$ cat config.mk
export PLATFORM = sky130hd
export DESIGN_NAME = string_hash_bucket_index
export DESIGN_NICKNAME = d
export VERILOG_FILES = /design/src/rtl/shbi_pkg.sv /design/src/rtl/shbi_accum.sv /design/src/rtl/shbi_div.sv /design/src/rtl/string_hash_bucket_index.sv
export VERILOG_INCLUDE_DIRS = /design/src /design/src/rtl
export SDC_FILE = /design/constraint.sdc
export NUM_CORES = 1
export LEC_CHECK = 0
export BUFFER_PORTS_ARGS = -buffer_cell sky130_fd_sc_hd__buf_2
export CAP_MARGIN = 20
export CORE_ASPECT_RATIO = 1.1
export CORE_MARGIN = 10
export CORE_UTILIZATION = 45
export DETAILED_ROUTE_END_ITERATION = 16
export PLACE_DENSITY_LB_ADDON = 0.25
export SYNTH_ARGS = -nofsm -noshare
export SYNTH_HDL_FRONTEND = slang
export SYNTH_SLANG_ARGS = --single-unit
$ cat constraint.sdc
create_clock -name clock -period 3.6 [get_ports clock]
set_clock_uncertainty 0.1 [all_clocks]
set_input_delay 0.36 -clock clock [delete_from_list [all_inputs] [get_ports clock]]
set_output_delay 0.36 -clock clock [all_outputs]
set_load 0.05 [all_outputs]
$ cat src/rtl/string_hash_bucket_index_assert.svh
// Assertion macros used by the divider of the string hash bucket index RTL.
`ifndef STRING_HASH_BUCKET_INDEX_ASSERT_SVH
`define STRING_HASH_BUCKET_INDEX_ASSERT_SVH

// Same-cycle implication, disabled while reset is high.
`define SHBI_ASSERT_NOW(label, clk, rst, ante, cons) \
   label: assert property (@(posedge clk) disable iff (rst) (ante) |-> (cons)) \
      else $error("shbi assertion failed");

// Next-cycle implication, disabled while reset is high.
`define SHBI_ASSERT_NEXT(label, clk, rst, ante, cons) \
   label: assert property (@(posedge clk) disable iff (rst) (ante) |=> (cons)) \
      else $error("shbi assertion failed");

`endif

$ cat src/rtl/shbi_pkg.sv
// Package with constants and types for the string hash bucket index block.
`timescale 1ns / 1ps
`default_nettype none

package shbi_pkg;

   localparam int unsigned HashW   = 32;
   localparam int unsigned CharW   = 8;
   localparam int unsigned SizeW   = 16;
   localparam int unsigned StepCntW = $clog2(HashW);

   localparam logic [HashW-1:0] HashSeed  = HashW'(5381);
   localparam logic [SizeW-1:0] SizeReset = SizeW'(31);

   // Divider status seen by the top level
   typedef struct packed {
      logic busy;
      logic done;
   } shbi_div_stat_type;

endpackage

`default_nettype wire

$ cat src/rtl/shbi_accum.sv
// Hash accumulator: acc = acc * 33 + signed char, reseeded after the final char.
`timescale 1ns / 1ps
`default_nettype none

module shbi_accum (
   input  wire logic                        clock,
   input  wire logic                        reset,
   input  wire logic                        step,
   input  wire logic [shbi_pkg::CharW-1:0]  ch,
   input  wire logic                        last,
   output logic      [shbi_pkg::HashW-1:0]  hash_next
);
   import shbi_pkg::*;

   logic [HashW-1:0] acc_ff;
   logic [HashW-1:0] acc_in;
   logic [HashW-1:0] ch_ext;

   // acc * 33 is acc shifted by five plus acc; char is sign extended
   assign ch_ext    = {{(HashW-CharW){ch[CharW-1]}}, ch};
   assign hash_next = (acc_ff << 5) + acc_ff + ch_ext;

   always_comb begin
      acc_in = acc_ff;
      if (step) begin
         acc_in = last ? HashSeed : hash_next;
      end
   end

   always_ff @(posedge clock) begin
      if (reset) begin
         acc_ff <= HashSeed;
      end else begin
         acc_ff <= acc_in;
      end
   end

endmodule

`default_nettype wire

$ cat src/rtl/shbi_div.sv
// Bit-serial restoring divider giving |hash| rem table size, one bit per cycle.
`timescale 1ns / 1ps
`default_nettype none

`include "string_hash_bucket_index_assert.svh"

module shbi_div (
   input  wire logic                         clock,
   input  wire logic                         reset,
   input  wire logic                         start,
   input  wire logic [shbi_pkg::HashW-1:0]   hash,
   input  wire logic [shbi_pkg::SizeW-1:0]   divisor,
   input  wire logic                         take,
   output shbi_pkg::shbi_div_stat_type       stat,
   output logic      [shbi_pkg::SizeW-1:0]   bucket
);
   import shbi_pkg::*;

   typedef enum logic [1:0] {
      ST_IDLE,
      ST_ABS,
      ST_RUN,
      ST_DONE
   } state_type;

   state_type          state_ff, state_in;
   logic [StepCntW-1:0] cnt_ff, cnt_in;
   logic [HashW-1:0]   num_ff, num_in;
   logic [SizeW-1:0]   rem_ff, rem_in;
   logic [SizeW-1:0]   dvs_ff, dvs_in;
   logic [SizeW:0]     trial;
   logic [SizeW:0]     diff;

   // One restoring step: bring in the next dividend bit, subtract if it fits
   assign trial = {rem_ff, num_ff[HashW-1]};
   assign diff  = trial - {1'b0, dvs_ff};

   always_comb begin
      state_in = state_ff;
      cnt_in   = cnt_ff;
      num_in   = num_ff;
      rem_in   = rem_ff;
      dvs_in   = dvs_ff;
      case (state_ff)
         ST_IDLE: begin
            if (start) begin
               num_in   = hash;
               dvs_in   = divisor;
               state_in = ST_ABS;
            end
         end
         ST_ABS: begin
            // magnitude; the most negative value maps to 2^31 unsigned
            if (num_ff[HashW-1]) begin
               num_in = ~num_ff + HashW'(1);
            end
            rem_in   = '0;
            cnt_in   = '0;
            state_in = ST_RUN;
         end
         ST_RUN: begin
            rem_in = diff[SizeW] ? trial[SizeW-1:0] : diff[SizeW-1:0];
            num_in = num_ff << 1;
            cnt_in = cnt_ff + StepCntW'(1);
            if (cnt_ff == StepCntW'(HashW-1)) begin
               state_in = ST_DONE;
            end
         end
         ST_DONE: begin
            if (take) begin
               state_in = ST_IDLE;
            end
         end
         default: begin
            state_in = ST_IDLE;
         end
      endcase
   end

   always_ff @(posedge clock) begin
      if (reset) begin
         state_ff <= ST_IDLE;
         cnt_ff   <= '0;
      end else begin
         state_ff <= state_in;
         cnt_ff   <= cnt_in;
      end
      num_ff <= num_in;
      rem_ff <= rem_in;
      dvs_ff <= dvs_in;
   end

   assign stat   = '{busy: (state_ff != ST_IDLE), done: (state_ff == ST_DONE)};
   // zero table size gives bucket zero
   assign bucket = (dvs_ff == '0) ? '0 : rem_ff;

   `SHBI_ASSERT_NOW(a_start_idle, clock, reset, start, state_ff == ST_IDLE)
   `SHBI_ASSERT_NOW(a_rem_below, clock, reset, (state_ff == ST_DONE) && (dvs_ff != '0),
                    rem_ff < dvs_ff)
   `SHBI_ASSERT_NEXT(a_run_ends, clock, reset,
                     (state_ff == ST_RUN) && (cnt_ff == StepCntW'(HashW-1)),
                     state_ff == ST_DONE)
   `SHBI_ASSERT_NOW(a_take_done, clock, reset, take, state_ff == ST_DONE)

endmodule

`default_nettype wire

$ cat src/rtl/string_hash_bucket_index.sv
// Top level of the string hash bucket index block: handshakes, config and result register.
//
//   port group   direction  words
//   req_*        in         one character per word, req_last on the final one
//   rsp_*        out        one bucket index per key
//   csr_*        in         table size write, 16 bits
//
// A character that is not final is folded into the hash when accepted. A final
// character starts the serial divider: a magnitude step, one remainder bit per
// step for each of the 32 hash bits, and a move of the bucket into the result
// register. req_stall is high from a final character until its bucket enters the
// result register; a word waiting there does not stall characters of the next
// key. Reset is synchronous and returns the accumulator to 5381 and the table
// size to 31.
`timescale 1ns / 1ps
`default_nettype none

module string_hash_bucket_index (
   input  wire logic                        clock,
   input  wire logic                        reset,
   input  wire logic                        req_valid,
   output logic                             req_stall,
   input  wire logic [shbi_pkg::CharW-1:0]  req_ch,
   input  wire logic                        req_last,
   output logic                             rsp_valid,
   input  wire logic                        rsp_stall,
   output logic      [shbi_pkg::SizeW-1:0]  rsp_bucket,
   input  wire logic                        csr_wr_en,
   input  wire logic [shbi_pkg::SizeW-1:0]  csr_wr_data
);
   import shbi_pkg::*;

   logic [SizeW-1:0]  bucket_cnt_ff;
   logic              rsp_valid_ff, rsp_valid_in;
   logic [SizeW-1:0]  rsp_bucket_ff, rsp_bucket_in;
   logic              req_take;
   logic              div_take;
   logic [HashW-1:0]  hash_next;
   logic [SizeW-1:0]  div_bucket;
   shbi_div_stat_type div_stat;

   // input word accepted
   assign req_stall = div_stat.busy;
   assign req_take  = req_valid && !req_stall;

   shbi_accum u_accum (
      .clock     (clock),
      .reset     (reset),
      .step      (req_take),
      .ch        (req_ch),
      .last      (req_last),
      .hash_next (hash_next)
   );

   shbi_div u_div (
      .clock   (clock),
      .reset   (reset),
      .start   (req_take && req_last),
      .hash    (hash_next),
      .divisor (bucket_cnt_ff),
      .take    (div_take),
      .stat    (div_stat),
      .bucket  (div_bucket)
   );

   // result register loads when empty or being drained
   assign div_take = div_stat.done && (!rsp_valid_ff || !rsp_stall);

   always_comb begin
      rsp_valid_in  = rsp_valid_ff;
      rsp_bucket_in = rsp_bucket_ff;
      if (rsp_valid_ff && !rsp_stall) begin
         rsp_valid_in = 1'b0;
      end
      if (div_take) begin
         rsp_valid_in  = 1'b1;
         rsp_bucket_in = div_bucket;
      end
   end

   // config register and result control
   always_ff @(posedge clock) begin
      if (reset) begin
         bucket_cnt_ff <= SizeReset;
         rsp_valid_ff  <= 1'b0;
      end else begin
         if (csr_wr_en) begin
            bucket_cnt_ff <= csr_wr_data;
         end
         rsp_valid_ff <= rsp_valid_in;
      end
      rsp_bucket_ff <= rsp_bucket_in;
   end

   assign rsp_valid  = rsp_valid_ff;
   assign rsp_bucket = rsp_bucket_ff;

endmodule

`default_nettype wire

# Word level (Yosys, flattened, before mapping)
# Index checks and enable logic that the tools add are counted.
[op_classes] bitwise=1 addsub=5 mux=13 n_reduce_logical=18 n_eq_ne=8
[op_table] operator="2-to-1 mux 32 bit" n=3
[op_table] operator="case mux 32 bit (3 select lines)" n=1
[op_table] operator="adder 32 bit" n=2
[op_table] operator="adder 32 x 1 -> 32 bit (second input constant)" n=1
[op_table] operator="NOT 32 bit" n=1
[op_table] operator="case mux 16 bit (2 select lines)" n=1
[op_table] operator="subtractor 17 x 16 -> 17 bit" n=1
[op_table] operator="logical NOT 16 bit" n=1
[op_table] operator="2-to-1 mux 16 bit" n=1
[op_table] operator="case mux 5 bit (2 select lines)" n=1
[op_table] operator="case mux 2 bit (4 select lines)" n=1
[op_table] operator="2-to-1 mux 2 bit" n=3
[op_table] operator="!= test 2 x 1 -> 1 bit (second input constant)" n=3
[op_table] operator="AND reduction 3 bit" n=2
[op_table] operator="nonzero test 2 bit" n=3
[op_table] operator="adder 5 x 1 -> 5 bit (second input constant)" n=1
[op_table] operator="== test 5 bit (second input constant)" n=1
[op_table] operator="== test 2 bit (second input constant)" n=2
[op_table] operator="logical AND 1 bit" n=4
[op_table] operator="AND reduction 2 bit" n=2
[op_table] operator="logical NOT 1 bit" n=3
[op_table] operator="nonzero test 3 bit" n=1
[op_table] operator="== test 2 x 1 -> 1 bit (second input constant)" n=1
[op_table] operator="logical NOT 2 bit" n=1
[op_table] operator="other kinds (3)" n=4
[totals] output_inout_bits=18 in_bits=30 register_bits=136

# Depth between registers and ports, before layout
# Gate-level depths: netlist of the first run.
[depth] ltp_word=6 depth_mapped=13 mapped_depth_nobuf=12

# Modules after synthesis
# A second synthesis of the first run with hierarchy kept.
[hier_totals] cells_unflattened=1021 area_unflattened_um2=9646.8
[by_module_without_submodules] module="shbi_div" instances=1 area_per_inst_um2=4911.0 cells_each=532 seq_area_each_um2=2062.0
[by_module_without_submodules] module="shbi_accum" instances=1 area_per_inst_um2=3611.0 cells_each=415 seq_area_each_um2=640.6
[by_module_without_submodules] module="string_hash_bucket_index" instances=1 area_per_inst_um2=1124.8 cells_each=74 seq_area_each_um2=820.8

# Worst setup path after synthesis of the first run
# Ideal clock, no wire load.
[synth_path] kind="register to register" start="register u_div.state_ff[0]" end="register u_div.num_ff[0], enable pin" setup_slack_ps=-435 path_stages_with_launch=6 path_buffers=0 setup_time_ps=467 t_arrival_ps=3469 path_cell_list="dfxtp_1 -> inv_1 -> ha_1 -> inv_1 -> a21oi_1 -> a211oi_1"
[synth_between] elab_chain_cells=6 word_cells_on_any_way=11 classes_between="4 x eq/ne; 7 x reduce/logical"
[synth_rtl] item="from (decl)" line_no="shbi_div.sv:26" text="state_type state_ff, state_in;"
[synth_rtl] item="from (signal assigned)" line_no="shbi_div.sv:85" text="state_ff <= state_in;"
[synth_rtl] item="nonzero test 2 bit" line_no="shbi_div.sv:93" text="assign stat = '{busy: (state_ff != ST_IDLE), done: (state_ff == ST_DONE)};"
[synth_rtl] item="net req_stall" line_no="string_hash_bucket_index.sv:22" text="output logic req_stall,"
[synth_rtl] item="logical NOT 1 bit" line_no="string_hash_bucket_index.sv:44" text="assign req_take = req_valid && !req_stall;"
[synth_rtl] item="logical AND 1 bit" line_no="string_hash_bucket_index.sv:44"
[synth_rtl] item="logical AND 1 bit" line_no="string_hash_bucket_index.sv:58" text=".start (req_take && req_last),"
[synth_rtl] item="!= test 2 x 1 -> 1 bit (no source line)"
[synth_rtl] item="AND reduction 3 bit (no source line)"
[synth_rtl] item="to (signal assigned)" line_no="shbi_div.sv:88" text="num_ff <= num_in;"
[synth_rtl] item="to (decl)" line_no="shbi_div.sv:28" text="logic [HashW-1:0] num_ff, num_in;"
# The timed path passes the listed nets, and every way through them passes these cells.
# A chain may end at the register's enable or synchronous reset.

# Final worst setup path of the first run
[layout_path] start="register u_accum.acc_ff[4]" end="register u_div.num_ff[29], data pin"
[layout_between] elab_chain_cells=4
[layout_rtl] item="from (decl)" line_no="shbi_accum.sv:15" text="logic [HashW-1:0] acc_ff;"
[layout_rtl] item="from (signal assigned)" line_no="shbi_accum.sv:32" text="acc_ff <= HashSeed;"
[layout_rtl] item="from (signal assigned)" line_no="shbi_accum.sv:34" text="acc_ff <= acc_in;"
[layout_rtl] item="adder 32 bit (2 in a row)" line_no="shbi_accum.sv:21" text="assign hash_next = (acc_ff << 5) + acc_ff + ch_ext;"
[layout_rtl] item="2-to-1 mux 32 bit" line_no="shbi_div.sv:46" text="if (start) begin"
[layout_rtl] item="case mux 32 bit (3 select lines)" line_no="shbi_div.sv:44" text="case (state_ff)"
[layout_rtl] item="net u_div.num_in[29]" line_no="shbi_div.sv:28"
# The timed path passes the listed nets, and every way through them passes these cells. The select of a mux whose other input is x is not followed.

==> out/qor.txt, run 1 <==
Seq pwr share: 26.5%
Synth Flop Type: edfxtp_1
Power share of the clock group: 15.9%
Core box area: 0.0199 mm2
Peak supply drop: 0.685 mV
Fin crit share: 96.1%
RSZ-0062 raised after global routing: yes
Highest-delay cell along the critical path: fa_1
Antenna Nets Post-Route: 0
Total grt overflow: 0
Count of non-filler cells in the finished layout: 1336
Psw: 4.73 mW
Post-Syn Nets: 1077
Post-DP Area: 0.0102 mm2
Critical path's top delay family: simple AND/OR/NAND/NOR gates
Root buf cell: clkbuf_16
Worst Setup End Kind: flip-flop
Startpoint type of the worst setup path: flip-flop
WP buf/inv: 0
DIE AREA: 0.0263 mm2
Post-Synthesis Cells: 960
Worst setup margin: 0.140 ns
CP peak stage delay: 0.47 ns
Total CTS buffers: 17
Hold Crit Class: primary input to flip-flop
Maximum clock rate: 0.289 GHz
Post-Layout Inst Area: 0.0108 mm2
DR vias/cell: 5.46
Via count: 7289
Count of unique library cells instantiated by Yosys: 63
Share of cells above drive strength 1: 17.5%
Clock Sinks: 136
CP required: 3.65 ns
Rel. slew slack: 37.1%
Post-route DRC violation count: 0
Number of flops mapped to enable cells by yosys: 80
Post-synthesis sequential area ratio: 38.7%
Largest net degree at the start of global routing: 42
Vias in the first global route: 7226
Initial Util: 45.8%
CTS tree: yes
Sw Ratio: 42.5%
FFs w/ async S/R, synth: 0%
Post-DP HPWL: 16.9 mm
Reg clk slew, reported paths: 0.07 ns
FP Rows: 54
Area grow syn2layout: 18.9%
Lkg Pwr: 4.46 nW
Hold Path Depth: 2
Hold Buf Count CTS: 0
Final setup violation count: 0
Area of the mapped netlist: 0.00910 mm2
Fin nets: 1188
Synthesized flop and latch total: 136
Total GRT Usage: 16.7%
Drt pass-1 iters: 4
Global-route wire length before repair: 36.2 mm
Placer Congestion: 0.882
Synth warnings: 0
H-tree levels: 4
Worst reg2reg path depth: 10
Most frequent cells in the layout: nor2_1, buf_4, edfxtp_1
Dpl cells: 1302
# diodes: 0
WP data arrival: 3.51 ns
Worst-skew pair later-pin latency: 0.42 ns
Critical-path cell list: fa_1 -> ha_1 -> nand3_1 -> or2_2 -> or3_1 -> a2111oi_2 -> nand2b_1 -> a31oi_1 -> xor2_1 -> o21ai_0
Setup CP Type: flip-flop to flip-flop
Filler cell count in the final layout: 1830
Status: completed
Starting DRT DRC Count: 376
Slew @ Worst Pin: 0.936 ns
Die height: 169 um
Worst-path fanout max: 5
Internal: 6.40 mW
Initial antenna violation count: 0
Endpoints failing hold: 0
Util after Layout: 54.4%
Maxcap violations: 0
PwrDens: 1030 mW/mm2
Logic pwr share: 57.6%
Commonest non-fill, non-tap cell in the layout: nor2_1
IO buf count: 47
Post-Route WL: 22.0 mm
Pre-CTS setup slack: -0.219 ns
Slew Viols, Final: 0
# IOs: 48
Min Tclk post-route: 3.46 ns
Final Power: 11.1 mW
Mean Syn Cell Area: 9.48 um2
Crit path depth: 10
CTS Buffer Depth: 2
Die W: 156 um
DR WL/cell: 16.5 um
[power groups by stage]
stage	clock network (mW)	logic, mW	registers, mW
2_1_floorplan	0	4.17	2.88
3_3_place_gp	0	6.26	2.96
3_5_place_dp	0	6.32	2.97
4_1_cts	1.80	6.35	2.95
5_1_grt	1.87	7.15	3.02
6_report	1.77	6.41	2.95
[registers in the layout, summed over array words and instances, names as in the netlist]
register and count:
u_div.state_ff 2, u_div.rem_ff 16, u_div.dvs_ff 16, u_div.num_ff 32, bucket_cnt_ff 16, u_div.cnt_ff 5
u_accum.acc_ff 32, rsp_valid 1, rsp_bucket 16
[what timing repair did]
action                                  in CTS  in global routing
setup buffers                                0                  2
resized for setup                            0                 10
endpoints found under the setup margin       0                 26
hold endpoints to repair                     0                  0
[kinds of logic after synthesis]
group	share of synthesized area, %
fa+ha+maj	14.3
flops	38.7
compound gates	17.8
simple gates	16.6
mux	3.51
buf+inv	3.63
xor+xnor	5.39
[layer usage]
layer | vias to the layer above | wire length (um) | GRT usage, %
li1 | 3710 | - | -
met1 | 3401 | 9980 | 21.1
met2 | 154 | 10700 | 28.5
met3 | 24 | 912 | 3.02
met4 | 0 | 387 | 4.93
met5 | - | 0 | 0
[area by class of cell]
type / count / area, um2 / share of cell area (%)
flip-flops and latches: 136 / 3530 / 32.6
multi-input cells: 739 / 5290 / 48.9
repair buffers: 134 / 926 / 8.56
clock buffers: 19 / 443 / 4.10
well taps: 252 / 315 / 2.92
inverters: 43 / 161 / 1.49
clock inverters: 13 / 158 / 1.46
[path summary, 6_finish.rpt]
kind | from | to | slack [ns]
worst max-delay path | u_accum.acc_ff[4]$_SDFFE_PP0P_ | u_div.num_ff[29]$_DFFE_PP_ | 0.14
worst min-delay path | csr_wr_data[0] | bucket_cnt_ff[0]$_SDFFE_PP1P_ | 0.05
worst max register to register | u_accum.acc_ff[4]$_SDFFE_PP0P_ | u_div.num_ff[29]$_DFFE_PP_ | 0.14
worst min register to register | bucket_cnt_ff[1]$_SDFFE_PP1P_ | u_div.dvs_ff[1]$_DFFE_PP_ | 0.32
[Yosys cell counts (8+ instances only)]
| cell | instances | area share (%) |
|---|---|---|
| fa_1 | 28 | 6.2 |
| mux2i_1 | 27 | 3.0 |
| or3_1 | 13 | 0.89 |
| inv_1 | 43 | 1.8 |
| nand3_1 | 12 | 0.66 |
| nor4_1 | 10 | 0.69 |
| clkbuf_1 | 35 | 1.4 |
| ha_1 | 59 | 8.1 |
| o21ai_0 | 71 | 3.9 |
| nor2_1 | 106 | 4.4 |
| a21o_1 | 14 | 1.2 |
| nand2b_1 | 12 | 0.82 |
| xor2_1 | 24 | 2.3 |
| dfxtp_1 | 56 | 12 |
| o21a_1 | 10 | 0.82 |
| a211oi_1 | 13 | 1.1 |
| and2_1 | 21 | 1.4 |
| xnor2_1 | 32 | 3.1 |
| or4_1 | 8 | 0.66 |
| nor3_1 | 18 | 0.99 |
| nor2b_1 | 10 | 0.69 |
| a22o_1 | 10 | 0.96 |
| a22oi_1 | 13 | 1.1 |
| nand2_1 | 70 | 2.9 |
| nand4_1 | 8 | 0.55 |
| edfxtp_1 | 80 | 26 |
| a31oi_1 | 9 | 0.62 |
| a21oi_1 | 55 | 3.0 |
[metrics by stage]
step	TNS (ns)	hold WS (ns)
after floorplan	0	0.301
after global placement	-1.31	0.306
after detailed placement	-1.40	0.307
after CTS	0	0.0329
after global routing	-0.124	0.0461
final	0	0.0485
Power figures use the tool's default switching activity.
==> run 2: changes to the inputs <==
CORE_MARGIN = not set   (was 10)
SLEW_MARGIN = 10   (was not set)
==> out/qor.txt, run 2 (synthesized netlist as in run 1, its figures left out) <==
Status: completed (unchanged)
Root buf cell: clkbuf_16 (unchanged)
WP data arrival: 3.50 ns (was 3.51 ns)
Fin nets: 1173 (was 1188)
Final setup violation count: 0 (unchanged)
Antenna Nets Post-Route: 0 (unchanged)
Worst Setup End Kind: flip-flop (unchanged)
IO buf count: 47 (unchanged)
Largest net degree at the start of global routing: 57 (was 42)
Post-DP HPWL: 16.5 mm (was 16.9 mm)
# IOs: 48 (unchanged)
Post-route DRC violation count: 0 (unchanged)
Slew Viols, Final: 0 (unchanged)
Hold Crit Class: primary input to flip-flop (unchanged)
Fin crit share: 95.3% (was 96.1%)
Post-DP Area: 0.0101 mm2 (was 0.0102 mm2)
FP Rows: 54 (unchanged)
Initial antenna violation count: 0 (unchanged)
Lkg Pwr: 4.38 nW (was 4.46 nW)
Endpoints failing hold: 0 (unchanged)
PwrDens: 1030 mW/mm2 (about the same)
Initial Util: 46.0% (was 45.8%)
CTS tree: yes (unchanged)
Post-Layout Inst Area: 0.0107 mm2 (was 0.0108 mm2)
Top Registers: u_accum.acc_ff (32), u_div.num_ff (32) (unchanged)
DR WL/cell: 16.6 um (was 16.5 um)
Startpoint type of the worst setup path: flip-flop (unchanged)
Min Tclk post-route: 3.43 ns (was 3.46 ns)
Maximum clock rate: 0.291 GHz (was 0.289 GHz)
CTS Buffer Depth: 2 (unchanged)
Area grow syn2layout: 17.3% (was 18.9%)
RSZ-0062 raised after global routing: no (was yes)
Starting DRT DRC Count: 445 (was 376)
Reg clk slew, reported paths: 0.06 ns (was 0.07 ns)
Total GRT Usage: 22.5% (was 16.7%)
Count of non-filler cells in the finished layout: 1320 (was 1336)
# diodes: 0 (unchanged)
Drt pass-1 iters: 5 (was 4)
Setup TNS: 0 ns (unchanged)
Peak supply drop: 0.697 mV (was 0.685 mV)
Placer Congestion: 0.952 (was 0.882)
Rel. slew slack: 41.1% (was 37.1%)
Hold slack: 0.0420 ns (was 0.0485 ns)
DIE AREA: 0.0208 mm2 (was 0.0263 mm2)
Commonest non-fill, non-tap cell in the layout: nor2_1 (unchanged)
Maxcap violations: 0 (unchanged)
Hold Buf Count CTS: 0 (unchanged)
Core box area: 0.0198 mm2 (was 0.0199 mm2)
Vias in the first global route: 7314 (was 7226)
DR vias/cell: 5.58 (was 5.46)
H-tree levels: 4 (unchanged)
Die W: 138 um (was 156 um)
Total CTS buffers: 17 (unchanged)
Die height: 151 um (was 169 um)
Most frequent cells in the layout: nor2_1, edfxtp_1, o21ai_0 (was nor2_1, buf_4, edfxtp_1)
Setup CP Type: flip-flop to flip-flop (unchanged)
Share of cells above drive strength 1: 15.8% (was 17.5%)
Slew @ Worst Pin: 0.883 ns (was 0.936 ns)
Post-Route WL: 21.9 mm (was 22.0 mm)
Dpl cells: 1289 (was 1302)
Worst-path fanout max: 4 (was 5)
Clock Sinks: 136 (unchanged)
Via count: 7362 (was 7289)
Worst-skew pair later-pin latency: 0.43 ns (was 0.42 ns)
Total grt overflow: 0 (unchanged)
CP required: 3.67 ns (was 3.65 ns)
Global-route wire length before repair: 36.1 mm (was 36.2 mm)
-- run 2: changes by cell type in the layout (fill, tap and decap cells not counted), moves of 2 or more --
cell and change:
buf_4 -15, inv_8 -3, clkinv_2 +2, clkinvlp_4 -2
-- run 2: routing by layer --
metal  vias to the layer above  wire [um]  global-route usage, %
met5                         -          0                      0
met4                         0        398                   8.30
met3                        27        974                   2.95
met2                       176      10700                   39.0
met1                      3476       9800                   28.4
li1                       3683          -                      -
-- run 2: critical path, stage by stage (launching register included) --
cell	delay [ns]
dfxtp_1	0.44
fa_1	0.48
ha_1	0.31
nand3_1	0.09
or2_2	0.30
or3_1	0.44
a2111oi_1	0.36
nand2b_1	0.22
a31oi_1	0.11
xor2_1	0.23
o21ai_0	0.11
-- run 2: layout make-up --
cell class | instances | area (um2)
clock inverters | 10 | 119
inverters | 43 | 161
fillers | 1780 | 9120
multi-input cells | 739 | 5270
clock buffers | 21 | 472
well taps | 252 | 315
flip-flops and latches | 136 | 3530
repair buffers | 119 | 813
-- run 2: power breakdown --
part	internal [mW]	switching (mW)	total [mW]
clock network	1.08	0.670	1.75
registers	2.45	0.506	2.95
logic	2.80	3.45	6.26
total	6.33	4.63	11.0
-- run 2: repair_timing --
| item | 4_1_cts | 5_1_grt |
|---|---|---|
| setup buffers | 0 | 0 |
| endpoints found under the setup margin | 0 | 6 |
| resized for setup | 0 | 6 |
-- run 2: final timing paths --
| path | start | slack, ns | to | depth (start not counted) |
|---|---|---|---|---|
| setup / recovery | u_accum.acc_ff[10]$_SDFFE_PP1P_ | 0.17 | u_div.num_ff[29]$_DFFE_PP_ | 10 |
| hold / removal | csr_wr_data[4] | 0.04 | bucket_cnt_ff[4]$_SDFFE_PP1P_ | 2 |
| setup reg to reg | u_accum.acc_ff[10]$_SDFFE_PP1P_ | 0.17 | u_div.num_ff[29]$_DFFE_PP_ | 10 |
| hold reg to reg | bucket_cnt_ff[2]$_SDFFE_PP1P_ | 0.31 | u_div.dvs_ff[2]$_DFFE_PP_ | 0 |
-- run 2: per-stage QoR --
step	worst slack, ns	total power, mW	util [%]
after floorplan	0.233	7.06	-
after global placement	-0.0897	9.07	50.9
after detailed placement	-0.184	9.15	50.9
after CTS	0.0263	11.0	53.9
after global routing	0.00320	11.8	53.9
final	0.168	11.0	53.9
